### src/rpn_pkg.sv
`default_nettype none

package rpn_pkg;

    localparam int DATA_W  = 32;
    localparam int OP_W    = 3;
    localparam int DEPTH_W = 5;

    // op codes
    localparam logic [OP_W-1:0] OP_PUSH = 3'd0;
    localparam logic [OP_W-1:0] OP_ADD  = 3'd1;
    localparam logic [OP_W-1:0] OP_SUB  = 3'd2;
    localparam logic [OP_W-1:0] OP_MUL  = 3'd3;
    localparam logic [OP_W-1:0] OP_DIV  = 3'd4;
    localparam logic [OP_W-1:0] OP_POP  = 3'd5;

    // value read from an empty stack
    localparam logic [DATA_W-1:0] EMPTY_VALUE = '1;

    typedef struct packed {
        logic [OP_W-1:0]          op;
        logic signed [DATA_W-1:0] value;
    } in_t;

    typedef struct packed {
        logic signed [DATA_W-1:0] result;
        logic [DEPTH_W-1:0]       depth;
        logic                     underflow;
        logic                     overflow;
        logic                     divide_by_zero;
    } out_t;

endpackage

`default_nettype wire

### src/rpn_stack_calculator.sv
`default_nettype none

// Reverse Polish calculator on a fixed stack of STACK_DEPTH signed 32-bit
// entries. Each request carries an op and a value: push stores the value,
// add/sub/mul/div pop a (top) then b and push b op a (wrapping arithmetic,
// division truncating toward zero), pop removes and reports the top. Every
// request gives exactly one result with the value pushed or popped, the
// stack depth afterwards (modulo 32) and underflow, overflow and
// divide-by-zero flags. Popping an empty stack yields -1 and flags underflow;
// a push onto a full stack is dropped and flagged; a zero divisor gives 0.
// Ops 6 and 7 change nothing and return a zero result with clear flags.
// Requests are taken one at a time: s_ready is high only while the
// sequencer is idle, and a new request may be taken while the previous
// result still waits on m_ready. The stack is a single-port memory read
// one entry per cycle, and all arithmetic runs on one shared 33-bit adder:
// multiply is 32 shift-add steps, divide is 32 restoring steps plus sign
// fixing.
module rpn_stack_calculator #(
    parameter int STACK_DEPTH = 16
) (
    input  wire logic         aclk,
    input  wire logic         aresetn,
    input  wire logic         s_valid,
    output logic              s_ready,
    input  wire rpn_pkg::in_t s_data,
    output logic              m_valid,
    input  wire logic         m_ready,
    output rpn_pkg::out_t     m_data
);
    import rpn_pkg::*;

    localparam int AW     = (STACK_DEPTH > 1) ? $clog2(STACK_DEPTH) : 1;
    localparam int PW     = $clog2(STACK_DEPTH + 1);
    localparam int ITER_W = $clog2(DATA_W);

    // sequencer states
    localparam logic [3:0] S_IDLE  = 4'd0;
    localparam logic [3:0] S_POP_A = 4'd1;  // read top
    localparam logic [3:0] S_POP_B = 4'd2;  // capture a, read next
    localparam logic [3:0] S_GET_B = 4'd3;  // capture b, set up the op
    localparam logic [3:0] S_GET_P = 4'd4;  // capture popped value for pop op
    localparam logic [3:0] S_DIV_A = 4'd5;  // magnitude of divisor
    localparam logic [3:0] S_DIV_B = 4'd6;  // magnitude of dividend
    localparam logic [3:0] S_EXEC  = 4'd7;  // add/sub once, mul/div 32 steps
    localparam logic [3:0] S_DIV_N = 4'd8;  // quotient sign fix
    localparam logic [3:0] S_FIN   = 4'd9;  // push back and hand over the result

    // stack memory, single port
    logic [DATA_W-1:0] mem [STACK_DEPTH];
    logic [DATA_W-1:0] rd_data_reg;
    logic              mem_we;
    logic              mem_re;
    logic [AW-1:0]     rd_addr;
    logic [AW-1:0]     wr_addr;

    // control state
    logic [3:0]        state_reg, state_next;
    logic [PW-1:0]     sp_reg, sp_next;
    logic              m_valid_reg, m_valid_next;

    // working registers
    logic [OP_W-1:0]   op_reg, op_next;
    logic [DATA_W-1:0] a_reg, a_next;
    logic [DATA_W-1:0] b_reg, b_next;
    logic [DATA_W-1:0] acc_reg, acc_next;
    logic [DATA_W-1:0] res_reg, res_next;
    logic [ITER_W-1:0] cnt_reg, cnt_next;
    logic              neg_reg, neg_next;
    logic              empty_reg, empty_next;
    logic              under_reg, under_next;
    logic              dz_reg, dz_next;
    logic              push_reg, push_next;
    out_t              m_data_reg, m_data_next;

    // shared adder
    logic [DATA_W-1:0] add_x;
    logic [DATA_W-1:0] add_y;
    logic              add_sub;
    logic [DATA_W:0]   add_sum;

    // helpers
    logic [PW-1:0]     sp_dec;
    logic              sp_empty;
    logic              room;
    logic [DATA_W-1:0] popped;
    logic [DATA_W-1:0] rem_sh;
    logic              out_free;
    logic              pop_issue;
    logic              last_iter;

    assign sp_dec    = sp_reg - PW'(1);
    assign sp_empty  = (sp_reg == '0);
    assign room      = (sp_reg < PW'(STACK_DEPTH));
    assign popped    = empty_reg ? EMPTY_VALUE : rd_data_reg;
    assign rem_sh    = {acc_reg[DATA_W-2:0], b_reg[DATA_W-1]};
    assign out_free  = !m_valid_reg || m_ready;
    assign pop_issue = (state_reg == S_POP_A) || (state_reg == S_POP_B);
    assign last_iter = (cnt_reg == '1);
    assign rd_addr   = sp_dec[AW-1:0];
    assign wr_addr   = sp_reg[AW-1:0];

    // operand selection for the adder
    always_comb begin
        add_x   = '0;
        add_y   = '0;
        add_sub = 1'b0;
        case (state_reg)
            S_EXEC: begin
                case (op_reg)
                    OP_ADD: begin
                        add_x = b_reg;
                        add_y = a_reg;
                    end
                    OP_SUB: begin
                        add_x   = b_reg;
                        add_y   = a_reg;
                        add_sub = 1'b1;
                    end
                    OP_MUL: begin
                        add_x = acc_reg;
                        add_y = a_reg[0] ? b_reg : '0;
                    end
                    OP_DIV: begin
                        // trial subtract of divisor from shifted remainder
                        add_x   = rem_sh;
                        add_y   = a_reg;
                        add_sub = 1'b1;
                    end
                    default: begin
                        add_x = '0;
                    end
                endcase
            end
            S_DIV_A: begin
                add_y   = a_reg;
                add_sub = 1'b1;
            end
            S_DIV_B, S_DIV_N: begin
                add_y   = b_reg;
                add_sub = 1'b1;
            end
            default: begin
                add_sub = 1'b0;
            end
        endcase
    end

    assign add_sum = {1'b0, add_x} + ({1'b0, add_y} ^ {(DATA_W + 1){add_sub}})
                   + (DATA_W + 1)'(add_sub);

    // sequencer
    always_comb begin
        state_next   = state_reg;
        sp_next      = sp_reg;
        m_valid_next = m_valid_reg;
        m_data_next  = m_data_reg;
        op_next      = op_reg;
        a_next       = a_reg;
        b_next       = b_reg;
        acc_next     = acc_reg;
        res_next     = res_reg;
        cnt_next     = cnt_reg;
        neg_next     = neg_reg;
        empty_next   = empty_reg;
        under_next   = under_reg;
        dz_next      = dz_reg;
        push_next    = push_reg;
        mem_we       = 1'b0;
        mem_re       = 1'b0;

        if (m_valid_reg && m_ready) begin
            m_valid_next = 1'b0;
        end

        // a pop on an empty stack leaves the pointer and yields -1
        if (pop_issue) begin
            if (sp_empty) begin
                empty_next = 1'b1;
                under_next = 1'b1;
            end else begin
                empty_next = 1'b0;
                mem_re     = 1'b1;
                sp_next    = sp_dec;
            end
        end

        case (state_reg)
            S_IDLE: begin
                if (s_valid) begin
                    op_next    = s_data.op;
                    under_next = 1'b0;
                    dz_next    = 1'b0;
                    res_next   = '0;
                    push_next  = 1'b0;
                    if (s_data.op == OP_PUSH) begin
                        res_next   = s_data.value;
                        push_next  = 1'b1;
                        state_next = S_FIN;
                    end else if (s_data.op inside {[OP_ADD:OP_DIV]}) begin
                        push_next  = 1'b1;
                        state_next = S_POP_A;
                    end else if (s_data.op == OP_POP) begin
                        state_next = S_POP_A;
                    end else begin
                        state_next = S_FIN;
                    end
                end
            end
            S_POP_A: begin
                state_next = (op_reg == OP_POP) ? S_GET_P : S_POP_B;
            end
            S_POP_B: begin
                a_next     = popped;
                state_next = S_GET_B;
            end
            S_GET_B: begin
                b_next   = popped;
                acc_next = '0;
                cnt_next = '0;
                if (op_reg == OP_DIV) begin
                    neg_next = a_reg[DATA_W-1] ^ popped[DATA_W-1];
                    if (a_reg == '0) begin
                        res_next   = '0;
                        dz_next    = 1'b1;
                        state_next = S_FIN;
                    end else begin
                        state_next = S_DIV_A;
                    end
                end else begin
                    state_next = S_EXEC;
                end
            end
            S_GET_P: begin
                res_next   = popped;
                state_next = S_FIN;
            end
            S_DIV_A: begin
                if (a_reg[DATA_W-1]) begin
                    a_next = add_sum[DATA_W-1:0];
                end
                state_next = S_DIV_B;
            end
            S_DIV_B: begin
                if (b_reg[DATA_W-1]) begin
                    b_next = add_sum[DATA_W-1:0];
                end
                state_next = S_EXEC;
            end
            S_EXEC: begin
                case (op_reg)
                    OP_ADD, OP_SUB: begin
                        res_next   = add_sum[DATA_W-1:0];
                        state_next = S_FIN;
                    end
                    OP_MUL: begin
                        acc_next = add_sum[DATA_W-1:0];
                        a_next   = a_reg >> 1;
                        b_next   = b_reg << 1;
                        cnt_next = cnt_reg + ITER_W'(1);
                        if (last_iter) begin
                            res_next   = add_sum[DATA_W-1:0];
                            state_next = S_FIN;
                        end
                    end
                    OP_DIV: begin
                        // restoring step, quotient bits shift into b
                        acc_next = add_sum[DATA_W] ? rem_sh : add_sum[DATA_W-1:0];
                        b_next   = {b_reg[DATA_W-2:0], !add_sum[DATA_W]};
                        cnt_next = cnt_reg + ITER_W'(1);
                        if (last_iter) begin
                            state_next = S_DIV_N;
                        end
                    end
                    default: begin
                        state_next = S_FIN;
                    end
                endcase
            end
            S_DIV_N: begin
                res_next   = neg_reg ? add_sum[DATA_W-1:0] : b_reg;
                state_next = S_FIN;
            end
            S_FIN: begin
                if (out_free) begin
                    m_valid_next                = 1'b1;
                    m_data_next.result          = res_reg;
                    m_data_next.underflow       = under_reg;
                    m_data_next.divide_by_zero  = dz_reg;
                    m_data_next.overflow        = push_reg && !room;
                    m_data_next.depth           = DEPTH_W'(sp_reg);
                    if (push_reg && room) begin
                        mem_we                = 1'b1;
                        sp_next               = sp_reg + PW'(1);
                        m_data_next.depth     = DEPTH_W'(sp_reg + PW'(1));
                    end
                    state_next = S_IDLE;
                end
            end
            default: begin
                state_next = S_IDLE;
            end
        endcase
    end

    // stack memory
    always_ff @(posedge aclk) begin
        if (mem_we) begin
            mem[wr_addr] <= res_reg;
        end
        if (mem_re) begin
            rd_data_reg <= mem[rd_addr];
        end
    end

    // control registers
    always_ff @(posedge aclk) begin
        if (!aresetn) begin
            state_reg   <= S_IDLE;
            sp_reg      <= '0;
            m_valid_reg <= 1'b0;
        end else begin
            state_reg   <= state_next;
            sp_reg      <= sp_next;
            m_valid_reg <= m_valid_next;
        end
    end

    // working and output registers
    always_ff @(posedge aclk) begin
        op_reg     <= op_next;
        a_reg      <= a_next;
        b_reg      <= b_next;
        acc_reg    <= acc_next;
        res_reg    <= res_next;
        cnt_reg    <= cnt_next;
        neg_reg    <= neg_next;
        empty_reg  <= empty_next;
        under_reg  <= under_next;
        dz_reg     <= dz_next;
        push_reg   <= push_next;
        m_data_reg <= m_data_next;
    end

    assign s_ready = (state_reg == S_IDLE);
    assign m_valid = m_valid_reg;
    assign m_data  = m_data_reg;

endmodule

`default_nettype wire
### config.mk
export PLATFORM = sky130hd
export DESIGN_NAME = rpn_stack_calculator
export DESIGN_NICKNAME = d
export VERILOG_FILES = /design/src/rpn_pkg.sv /design/src/rpn_stack_calculator.sv
export SDC_FILE = /design/constraint.sdc
export NUM_CORES = 1
export LEC_CHECK = 0
export ABC_AREA = 1
export BUFFER_PORTS_ARGS = -buffer_cell sky130_fd_sc_hd__buf_4
export CAP_MARGIN = 20
export CORE_MARGIN = 5
export CORE_UTILIZATION = 38
export CTS_CLUSTER_SIZE = 16
export DETAILED_ROUTE_END_ITERATION = 7
export PLACE_DENSITY = 0.63
export SLEW_MARGIN = 10
export SYNTH_ARGS = -nofsm -noshare
export SYNTH_HDL_FRONTEND = slang
export SYNTH_SLANG_ARGS = --single-unit
export TNS_END_PERCENT = 20
### constraint.sdc
create_clock -name aclk -period 8 [get_ports aclk]
set_clock_uncertainty 0.05 [all_clocks]
set_input_delay 1.2 -clock aclk [delete_from_list [all_inputs] [get_ports aclk]]
set_output_delay 1.2 -clock aclk [all_outputs]
set_load 0.02 [all_outputs]
Word level (Yosys, flattened, before mapping)
Memories as Yosys holds them, arrays and structs flattened. A register that Yosys moved wholly into a read port is not among the register bits.
Index checks and enable logic that the tools add are counted.
{"block": "word_totals", "memories": 1, "rom_bits": 0, "ram_bits": 512, "latchBits": 0, "regBits": 191}
{"memory": "mem", "words": 16, "word_bits": 32, "rd": 1, "rd_ports_with_merged_regs": 1, "wr": 1, "line_no": "rpn_stack_calculator.sv:49", "source": "logic [DATA_W-1:0] mem [STACK_DEPTH];"}
{"block": "op_classes", "reduce_logical": 37, "n_addsub": 5, "bitwise": 2, "eq_ne": 28, "shifts": 0, "n_mux": 65, "order_cmp": 3, "n_mul": 0, "n_div": 0}
{"cell": "32-bit 2-to-1 mux", "count": 13}
{"cell": "32-bit case mux with 3 select lines", "count": 4}
{"cell": "32-bit case mux with 2 select lines", "count": 5}
{"cell": "32-bit case mux with 5 select lines", "count": 1}
{"cell": "4-bit 2-to-1 mux", "count": 9}
{"cell": "4-bit case mux with 9 select lines", "count": 1}
{"cell": "5-bit 2-to-1 mux", "count": 7}
{"cell": "32-bit by 33-bit adder with 33-bit output", "count": 1}
{"cell": "33-bit by 1-bit adder with 33-bit output", "count": 1}
{"cell": "32-bit by 33-bit XOR with 33-bit output", "count": 1}
{"cell": "32-bit zero test", "count": 1}
{"cell": "1-bit 2-to-1 mux", "count": 20}
{"cell": "4-bit by 3-bit equality test with 1-bit output (second input constant)", "count": 4}
{"cell": "2-bit != test (second input constant)", "count": 7}
{"cell": "2-bit AND reduction", "count": 7}
{"cell": "5-bit by 1-bit adder with 5-bit output (second input constant)", "count": 2}
{"cell": "5-bit case mux with 2 select lines", "count": 1}
{"cell": "2-bit OR reduction", "count": 5}
{"cell": "3-bit equality test (second input constant)", "count": 3}
{"cell": "4-bit by 2-bit equality test with 1-bit output (second input constant)", "count": 2}
{"cell": "4-bit equality test (second input constant)", "count": 2}
{"cell": "4-bit case mux with 2 select lines", "count": 1}
{"cell": "4-bit AND reduction", "count": 2}
{"cell": "3-bit by 2-bit equality test with 1-bit output (second input constant)", "count": 2}
{"cell": "other kinds (25)", "count": 38}

Longest topological paths before layout
{"block": "logic_depth", "depth_word": 10, "ltp_mapped": 30, "depth_no_buf": 26}

Worst setup path before layout
OpenSTA, ideal clock, no wires.
{"block": "synth_path", "path_type": "input to register", "from": "input m_ready", "to": "memory mem[15][0] (enable)", "arrival_time_ps": 5195, "n_path_buf": 0, "path_stages": 6, "required_ps": 7528, "setup_ps": 422, "setup_slack_ps": 2332, "path_cell_list": "nor2_1 > nor2_1 > nand2_1 > inv_1 > nand2_1 > nor2_1"}
{"block": "synth_between", "elab_chain_len": 5}
{"item": "start: declaration", "line_no": "rpn_stack_calculator.sv:27", "source": "input wire logic m_ready,"}
{"item": "1-bit logical OR", "line_no": "rpn_stack_calculator.sv:96", "source": "assign out_free = !m_valid_reg || m_ready;"}
{"item": "1-bit 2-to-1 mux", "line_no": "rpn_stack_calculator.sv:284", "source": "if (out_free) begin"}
{"item": "1-bit 2-to-1 mux", "line_no": "rpn_stack_calculator.sv:187", "source": "case (state_reg)"}
{"item": "1-bit 2-to-1 mux", "line_no": "rpn_stack_calculator.sv:307", "source": "if (mem_we) begin"}
{"item": "1-bit 2-to-1 mux (implied by the code)", "line_no": "rpn_stack_calculator.sv:308", "source": "mem[wr_addr] <= res_reg;"}
{"item": "end: declaration", "line_no": "rpn_stack_calculator.sv:49"}
No other way between the ends.

Worst setup path in the final report
{"block": "layout_path", "from": "register op_reg[1]", "to": "register acc_reg[17] (data pin)"}
{"block": "layout_between", "elab_chain_len": 10, "word_cells_on_any_way": 19, "cone_classes": "2 x add/sub; 4 x eq/ne; 9 x mux; 1 x bitwise; 3 x reduce/logical"}
{"item": "start: declaration", "line_no": "rpn_stack_calculator.sv:62", "source": "logic [OP_W-1:0] op_reg, op_next;"}
{"item": "start signal: assignment", "line_no": "rpn_stack_calculator.sv:330", "source": "op_reg <= op_next;"}
{"item": "3-bit equality test, or another cell as far along", "line_no": "rpn_stack_calculator.sv:109, rpn_stack_calculator.sv:250"}
{"item": "3-bit OR reduction (no source line) / 2-bit OR reduction (equally long branches)"}
{"item": "32-bit case mux with 2 select lines / 1-bit 2-to-1 mux (equally long branches)", "line_no": "rpn_stack_calculator.sv:109", "source": "case (op_reg)"}
{"item": "32-bit case mux with 3 select lines / 1-bit case mux with 2 select lines (equally long branches)", "line_no": "rpn_stack_calculator.sv:107", "source": "case (state_reg)"}
{"item": "32-bit by 33-bit XOR with 33-bit output", "line_no": "rpn_stack_calculator.sv:148", "source": "assign add_sum = {1'b0, add_x} + ({1'b0, add_y} ^ {(DATA_W + 1){add_sub}})"}
{"item": "32-bit by 33-bit adder with 33-bit output", "line_no": "rpn_stack_calculator.sv:148"}
{"item": "33-bit by 1-bit adder with 33-bit output", "line_no": "rpn_stack_calculator.sv:149", "source": "+ (DATA_W + 1)'(add_sub);"}
{"item": "32-bit 2-to-1 mux", "line_no": "rpn_stack_calculator.sv:267", "source": "acc_next = add_sum[DATA_W] ? rem_sh : add_sum[DATA_W-1:0];"}
{"item": "32-bit case mux with 2 select lines (*)", "line_no": "rpn_stack_calculator.sv:250", "source": "case (op_reg)"}
{"item": "32-bit case mux with 2 select lines (*)", "line_no": "rpn_stack_calculator.sv:187"}
{"item": "end signal: assignment", "line_no": "rpn_stack_calculator.sv:333", "source": "acc_reg <= acc_next;"}
{"item": "end: declaration", "line_no": "rpn_stack_calculator.sv:65", "source": "logic [DATA_W-1:0] acc_reg, acc_next;"}
Mark *: on every way between the ends. The rest lies on a longest branch, timed or not.
A chain may end at the register's enable or synchronous reset.

==> impl_metrics.json <==
{
  "status": "complete, no violations",
  "highest_layer": "met4",
  "hold_viol": 0,
  "ant_nets": 0,
  "drive_above_1_share_pct": 11.8,
  "core-area_sq_um": 87000,
  "cp_max_fo": 30,
  "drc": 0,
  "worst_pin_slew_ns": 1.15,
  "fp.dieW_microns": 306,
  "synth.avg_cell_area_sq_um": 11.4,
  "drv_slew": 0,
  "grt_overflow_total": 0,
  "synthesis.nets": 3013,
  "rsz0062_at_grt": "false",
  "largest_reg_flops": 512,
  "post_cts_buffers": 0,
  "synthMuxAreaShare_pct": 0,
  "grt_max_degree": 104,
  "yosysWarnings": 0,
  "ys_ff_latch": 735,
  "rows": 108,
  "clk_pin_slew_worst_paths_ns": 0.06,
  "ys.flop_type": "edfxtp_1",
  "clock_sinks": 735,
  "final_nets": 3042,
  "cap_violations": 0,
  "antenna_found_initial": 0,
  "p_leak_nw": 13.5,
  "max_freq_mhz": 177,
  "synth_top_family_by_area": "compound AO/OA/AOI/OAI gates",
  "drt-met1-wl_microns": 43200,
  "synth.distinct_cells": 56,
  "tritoncts": "done",
  "preCtsSetupSlack_ns": 2.50,
  "start_kind": "register",
  "fin_ws_ns": 2.33,
  "gp_congestion": 0.954,
  "die_area_sq_um": 93800,
  "yosys.area_share.simple_pct": 12.5,
  "htreeDepth": 3,
  "setup_viol": 0,
  "area_delta_synth_final_pct": 13.3,
  "cts_hold_buffers": 0,
  "synth_xor_area_share_pct": 1.59,
  "critPathKind": "register to register",
  "power_frac_seq_pct": 42.2,
  "synth_compound_area_share_pct": 14.5,
  "yosysSeqAreaShare_pct": 65.8,
  "vias": 23753,
  "portBuffers": 80,
  "grt_usage_pct": 20.4,
  "route.met3.wl_microns": 9080,
  "crit_required_ns": 8.39,
  "combPwrFrac_pct": 30.9,
  "hpwl_microns": 60100,
  "syn_inst": 2936,
  "drt_iter0_drc": 3331,
  "worst_ep_arrival_time_ns": 6.05,
  "route.met2.wl_microns": 44600,
  "fin_crit_sh_pct": 70.8,
  "via_per_inst": 5.69,
  "syn_area_sq_um": 33400,
  "clock_power_share_pct": 26.9,
  "grt_pass1_vias": 22028,
  "clock_path_buffers": 3,
  "drtPass1Iterations": 6,
  "cp-end-kind": "register",
  "cts_buffers": 74,
  "swShare_pct": 36.9,
  "p_switching_mw": 4.97,
  "internal_power_mw": 8.50,
  "ios": 81,
  "power_per_cell_area_nw_per_um2": 356,
  "wire_per_inst_microns": 23.8,
  "die_h_microns": 306,
  "fin_crit_ns": 5.67,
  "synth_edf_count": 724,
  "start_util_pct": 38.3,
  "timing.setup.tns_ns": 0,
  "ctsResizeCount": 0,
  "cts_root_buf": "clkbuf_16",
  "clock_latency_ns": 0.61,
  "drt_wl_total_microns": 99200,
  "ir_worst_vdd_v": 0.000286,
  "relSlewSlack_pct": 23.6,
  "min_path_type": "register to register",
  "synthAdderAreaFrac_pct": 1.45,
  "grt_first_pass_wirelength_microns": 146000,
  "insertedDiodeCount": 0,
  "async_flop_share_pct": 0
}
[final timing paths]
kind | start | endpoint | slack, ns | cells after the start
min | under_reg$_DFF_P_ | m_data[2]$_DFFE_PP_ | 0.41 | 0
min reg2reg | under_reg$_DFF_P_ | m_data[2]$_DFFE_PP_ | 0.41 | 0
max reg2reg | op_reg[1]$_DFFE_PP_ | acc_reg[17]$_SDFFCE_PN0P_ | 2.33 | 21
max | op_reg[1]$_DFFE_PP_ | acc_reg[17]$_SDFFCE_PN0P_ | 2.33 | 21
[worst max-delay path: stages (launching register included)]
cell and delay [ns]:
edfxtp_1 0.46, inv_1 0.06, nand2_1 0.10, nand2_1 0.07, nand2_2 0.47, nand2_1 0.14, a21oi_2 0.56, buf_4 0.34
o22ai_1 0.12, xor2_1 0.16, ha_1 0.41, a21oi_1 0.21, o21ai_0 0.18, nand2_1 0.09, o311ai_0 0.15, a21oi_1 0.20
nand3_1 0.12, nand2_2 0.15, nand2_2 0.34, nor2_2 0.84, nand2_1 0.13, o21ai_1 0.12
[metrics by stage]
step | hold slack (ns) | area (sq um) | util [%] | total power [mW] | instances
floorplan | 0.350 | 33400 | - | 8.17 | 2936
global placement | 0.412 | 35300 | 40.6 | 9.81 | 4044
detailed placement | 0.386 | 35300 | 40.6 | 9.84 | 4044
CTS | 0.422 | 37800 | 43.4 | 13.5 | 4173
global route | 0.432 | 37800 | 43.4 | 14.1 | 4173
finish | 0.410 | 37800 | 43.4 | 13.5 | 4173
[routing by layer]
metal	vias to the layer above	global-route usage, %
li1	10819	-
met1	11636	30.2
met2	1143	31.3
met3	155	3.56
met4	0	5.30
met5	-	0
[power by group through the flow]
stage / Combinational [mW] / Clock, mW / Sequential (mW)
5_1_grt: 4.51 / 3.85 / 5.74
3_5_place_dp: 4.09 / 0 / 5.75
3_3_place_gp: 4.06 / 0 / 5.75
4_1_cts: 4.11 / 3.68 / 5.68
2_1_floorplan: 2.63 / 0 / 5.53
6_report: 4.16 / 3.63 / 5.69
[placed cells by master, fill, tap and decap left out, drive strengths merged, types with 12 or more instances in the layout]
cell and instances:
clkinv 24, ha 37, bufinv 12, xnor2 14, clkbuf 94, edfxtp 724, o21ai 341, nor3 14
nand2 392, nand4 23, a21oi 85, nor2 420, buf 128, inv 184, a221oi 26, o221ai 149
nand3 91, or2 33, o22ai 68, o211ai 47, xor2 44
[cells by family after synthesis]
family	after synthesis
AND/OR/NAND/NOR	988
AO/OA/AOI/OAI	755
flip-flops	735
buffers and inverters	362
XOR/XNOR	58
adder cells (fa/ha/maj)	38
[cell type report]
class | count | area (sq um)
clock buffer | 94 | 2020
clock inverter | 35 | 488
fill | 8057 | 49200
inverter | 187 | 709
multi-input combinational | 1839 | 10200
sequential | 735 | 22000
tap | 1155 | 1450
timing repair buffer | 128 | 961
[synthesized netlist by cell type, drive strengths merged (37+ instances only)]
| library cell | number | area, sq um |
|---|---|---|
| o22ai | 68 | 425 |
| o221ai | 149 | 1310 |
| ha | 37 | 463 |
| nand3 | 91 | 475 |
| o21ai | 341 | 1730 |
| inv | 183 | 687 |
| nand2 | 392 | 1580 |
| clkbuf | 150 | 564 |
| nor2 | 420 | 1590 |
| a21oi | 85 | 444 |
| xor2 | 44 | 385 |
| o211ai | 47 | 358 |
| edfxtp | 724 | 21700 |
No activity file was read; power rests on OpenSTA's default activity.
